--- config.mk ---
export PLATFORM = sky130hd
export DESIGN_NAME = rlss_ctrl
export DESIGN_NICKNAME = d
export VERILOG_FILES = /design/src/design/rlss_pkg.sv /design/src/design/rlss_ctrl.sv
export SDC_FILE = /design/constraint.sdc
export NUM_CORES = 1
export LEC_CHECK = 0
export ABC_AREA = 1
export BUFFER_PORTS_ARGS = -buffer_cell sky130_fd_sc_hd__buf_4
export CAP_MARGIN = 30
export CORE_AREA = 2 2 39 41
export CTS_CLUSTER_DIAMETER = 40
export DETAILED_ROUTE_END_ITERATION = 6
export DIE_AREA = 0 0 41 43
export GPL_TIMING_DRIVEN = 0
export PLACE_DENSITY = 0.41
export SYNTH_ARGS = -nofsm -noshare
export SYNTH_HDL_FRONTEND = slang
export SYNTH_SLANG_ARGS = --single-unit
--- constraint.sdc ---
create_clock -name aclk -period 2.1 [get_ports aclk]
set_input_delay 0.315 -clock aclk [delete_from_list [all_inputs] [get_ports aclk]]
set_output_delay 0.315 -clock aclk [all_outputs]
set_load 0.01 [all_outputs]
--- src/design/rlss_pkg.sv ---
package rlss_pkg;

    localparam int COLOUR_W = 24;
    localparam int BITS_PER_LED = 24;
    localparam int CFG_INDEX_W = 3;
    localparam int CFG_DATA_W = 15;
    localparam int DUR_REG_W = 15;
    localparam int COUNT_REG_W = 9;
    localparam int S_TDATA_W = 32;
    localparam int M_TDATA_W = 32;

    localparam logic [CFG_INDEX_W-1:0] REG_ZERO_HIGH = 3'd0;
    localparam logic [CFG_INDEX_W-1:0] REG_ZERO_LOW  = 3'd1;
    localparam logic [CFG_INDEX_W-1:0] REG_ONE_HIGH  = 3'd2;
    localparam logic [CFG_INDEX_W-1:0] REG_ONE_LOW   = 3'd3;
    localparam logic [CFG_INDEX_W-1:0] REG_STRIP_LEN = 3'd4;

    localparam logic [DUR_REG_W-1:0]   ZERO_HIGH_RST = 15'd14;
    localparam logic [DUR_REG_W-1:0]   ZERO_LOW_RST  = 15'd34;
    localparam logic [DUR_REG_W-1:0]   ONE_HIGH_RST  = 15'd32;
    localparam logic [DUR_REG_W-1:0]   ONE_LOW_RST   = 15'd18;
    localparam logic [COUNT_REG_W-1:0] STRIP_LEN_RST = 9'd1;

    typedef enum logic [1:0] {
        KIND_SET  = 2'd0,
        KIND_READ = 2'd1,
        KIND_FILL = 2'd2,
        KIND_TICK = 2'd3
    } kind_t;

    typedef enum logic [2:0] {
        ST_CLEAR,
        ST_IDLE,
        ST_FETCH,
        ST_EXEC,
        ST_FILL
    } state_t;

    typedef struct packed {
        logic capture;
        logic fetch;
        logic exec;
        logic sweep_clr;
        logic sweep_wr;
        logic clearing;
    } cmd_t;

    typedef struct packed {
        kind_t kind;
        logic  sweep_done;
        logic  out_free;
    } status_t;

endpackage

--- src/design/rlss_ctrl.sv ---
module rlss_ctrl (
    input  logic              aclk,
    input  logic              aresetn,
    input  logic              s_tvalid,
    output logic              s_tready,
    input  rlss_pkg::status_t status,
    output rlss_pkg::cmd_t    cmd
);

    rlss_pkg::state_t state_reg, state_next;

    always_ff @(posedge aclk) begin
        if (!aresetn) begin
            state_reg <= rlss_pkg::ST_CLEAR;
        end else begin
            state_reg <= state_next;
        end
    end

    always_comb begin
        state_next = state_reg;
        unique case (state_reg)
            rlss_pkg::ST_CLEAR: begin
                if (status.sweep_done) begin
                    state_next = rlss_pkg::ST_IDLE;
                end
            end
            rlss_pkg::ST_IDLE: begin
                if (s_tvalid) begin
                    state_next = rlss_pkg::ST_FETCH;
                end
            end
            rlss_pkg::ST_FETCH: begin
                state_next = rlss_pkg::ST_EXEC;
            end
            rlss_pkg::ST_EXEC: begin
                if (status.kind == rlss_pkg::KIND_FILL) begin
                    state_next = rlss_pkg::ST_FILL;
                end else if (status.out_free) begin
                    state_next = rlss_pkg::ST_IDLE;
                end
            end
            rlss_pkg::ST_FILL: begin
                if (status.sweep_done && status.out_free) begin
                    state_next = rlss_pkg::ST_IDLE;
                end
            end
            default: begin
                state_next = rlss_pkg::ST_CLEAR;
            end
        endcase
    end

    always_comb begin
        cmd      = '0;
        s_tready = 1'b0;
        unique case (state_reg)
            rlss_pkg::ST_CLEAR: begin
                cmd.clearing  = 1'b1;
                cmd.sweep_wr  = !status.sweep_done;
                cmd.sweep_clr = status.sweep_done;
            end
            rlss_pkg::ST_IDLE: begin
                s_tready    = 1'b1;
                cmd.capture = s_tvalid;
            end
            rlss_pkg::ST_FETCH: begin
                cmd.fetch = 1'b1;
            end
            rlss_pkg::ST_EXEC: begin
                if (status.kind == rlss_pkg::KIND_FILL) begin
                    cmd.sweep_clr = 1'b1;
                end else begin
                    cmd.exec = status.out_free;
                end
            end
            rlss_pkg::ST_FILL: begin
                cmd.sweep_wr = !status.sweep_done;
                cmd.exec     = status.sweep_done && status.out_free;
            end
            default: begin
                cmd = '0;
            end
        endcase
    end

endmodule

==> impl_metrics.env <==
export IMPL_hold_slack_ns=0.308
export IMPL_relSlewSlack=0.869
export IMPL_path_clk_slew_ns=0.04
export IMPL_grt_pass1_vias=291
export IMPL_p_leak_nw=0.250
export IMPL_cts_setup_buffers=0
export IMPL_dr_first_iter_drc_count=2
export IMPL_worstSetupPathType="flop to output port"
export IMPL_num_vias=343
export IMPL_grt_first_pass_wirelength_um=1000
export IMPL_vias_per_cell=4.04
export IMPL_drcViolationCount=0
export IMPL_post_cts_resized=0
export IMPL_cts_max_level=1
export IMPL_die_h_um=43
export IMPL_die_x_um=41
export IMPL_ios=14
export IMPL_initial_utilization=0.201
export IMPL_design_area_um2=422
export IMPL_final_min_clock_period_ns=1.53
export IMPL_gp_congestion=0.669
export IMPL_setup_worst_path_end_class="output port"
export IMPL_clk_path_buf_depth=2
export IMPL_cp_start_kind="flop"
export IMPL_areaGrowthSynthToFinish_pct=51.8
export IMPL_clk_latency_ns=0.23
export IMPL_wl_um=610
export IMPL_cts_buffers=3
export IMPL_cts_tree="yes"
export IMPL_powerDensity_nw_per_um2=1300
export IMPL_yosys_area_top_type="dfxtp_1"
export IMPL_yosysWarnings=0
export IMPL_multi_input_area_um2=161
export IMPL_cts_hold_buf=0
export IMPL_nNetsFinal=77
export IMPL_peakVddDrop_uv=313
export IMPL_synth_cell_type_count=9
export IMPL_synthesis_nets=59
export IMPL_row_count=14
export IMPL_ys_seq_area_frac=0.216
export IMPL_grt_max_degree=7
export IMPL_dp_cells=81
export IMPL_status="completed"
export IMPL_io_buffers=13
export IMPL_synth_seq_cells=3
export IMPL_cts_sinks=3
export IMPL_syn_avg_cell_area_um2=5.34
export IMPL_dp_hpwl_um=521
export IMPL_grt_setup_unrepaired="false"
export IMPL_gr_total_overflow=0
export IMPL_place_area_um2=395
export IMPL_tightestPinTransition_ns=0.196
export IMPL_hold_violations=0
export IMPL_drt_pre_antenna_iters=4
export IMPL_finalCoreUtilization=0.305
export IMPL_drv_slew=0
export IMPL_largest_register_ffs=3
export IMPL_core_area_um2=1380
export IMPL_grt_total_usage=0.0853
export IMPL_crit_top_cell="nand2_1"
export IMPL_finalClockSkew_ns=0.000478
export IMPL_antenna_cells=0
export IMPL_die_area_um2=1760
export IMPL_synth_area_top_cells="dfxtp_1 (22%), inv_1 (18%), nand2_1 (15%), nand3_1 (13%), nor2_1 (9.5%)"
export IMPL_ant_nets=0
export IMPL_critical_path_max_stage_delay_ns=0.41
export IMPL_setup_violations=0
export IMPL_cp_max_fo=6
export IMPL_n_fill_cell=172
export IMPL_critPathArrivalTime_ns=1.21
export IMPL_max_cap_viol_count=0
export IMPL_final_layout_size_suffix_gt1_frac=0.333
export IMPL_routedWlPerCell_um=7.18
export IMPL_fin_setup_tns_ns=0
export IMPL_cts_root_buffer="clkbuf_4"
export IMPL_synth_top_cell_area_share=0.216
export IMPL_cp_required_ns=1.78
export IMPL_hold_path_class="input pin to flop"
export IMPL_regArea_um2=60.1
export IMPL_mappedNetlistArea_um2=278
export IMPL_slowest_stage="dfxtp_1"
export IMPL_fmax_mhz=655
export IMPL_fin_crit_sh=0.727
export IMPL_cp_cell_sequence="nand2_1, nor2_1, nand2_1, a21oi_1, buf_4"
export IMPL_synthCells=52
export IMPL_antenna_found_initial=0
export IMPL_instances_no_fill=85
==> Yosys cell counts <==
master    n
inv_1    13
nand2_1  11
nand3_1   7
nor2_1    7
a21oi_1   4
dfxtp_1   3
nor2_2    3
inv_2     2
nand3_2   2
==> critical path, delay by kind of cell (launching register included) <==
| kind | cells | cell delay, ns |
|---|---|---|
| AOI/OAI and AO/OA | 1 | 0.14 |
| and+or+nand+nor | 3 | 0.30 |
| buffers and inverters | 1 | 0.14 |
| DFF | 1 | 0.41 |
==> per-stage QoR <==
step	power, W	setup WS, ns
CTS	0.000561	0.553
global route	0.000601	0.410
global placement	0.000458	0.791
detailed placement	0.000454	0.810
finish	0.000548	0.572
floorplan	0.000326	0.851
==> per-layer routing <==
layer  track usage  vias up  part of all wire
met5             0        -                 0
met1         0.106      146              0.44
met3        0.0157        2             0.038
met2         0.116        6              0.49
met4        0.0800        0             0.031
li1              -      189                 -
==> kinds of logic after synthesis <==
logic type | count (synthesis) | synth area share
AOI/OAI and AO/OA | 4 | 0.0721
buffers and inverters | 15 | 0.203
DFF | 3 | 0.216
and+or+nand+nor | 30 | 0.509
==> cell usage in the layout, fill, tap and decap left out <==
| cell type | count |
|---|---|
| nor2_1 | 7 |
| nand3_2 | 2 |
| nor2_2 | 3 |
| clkbuf_4 | 3 |
| nand2_1 | 11 |
| a21oi_1 | 4 |
| nand3_1 | 7 |
| clkbuf_1 | 1 |
| dfxtp_1 | 3 |
| buf_4 | 13 |
| inv_2 | 2 |
| inv_1 | 13 |
==> final timing paths <==
kind | start | end | slack, ns | cells after the start
worst max register to register | state_reg[0] | state_reg[1] | 1.01 | 6
worst max-delay path | state_reg[1] | cmd[3] | 0.57 | 5
worst min-delay path | aresetn | state_reg[1] | 0.31 | 3
worst min register to register | state_reg[1] | state_reg[1] | 0.57 | 2
==> final cells by class <==
type	count	area share
timing repair buffer	13	0.231
multi-input combinational	34	0.383
inverter	15	0.134
clock buffer	4	0.0623
sequential	3	0.142
tap	16	0.0475
==> report_power, final <==
| part | leakage [nW] | switching [W] | internal, W |
|---|---|---|---|
| registers | 0.0247 | 0.0000302 | 0.0000779 |
| clock network | 0.0150 | 0.0000304 | 0.0000712 |
| logic | 0.210 | 0.000182 | 0.000156 |
| total | 0.250 | 0.000243 | 0.000305 |
Note: power is estimated with default switching activity, not from simulation.
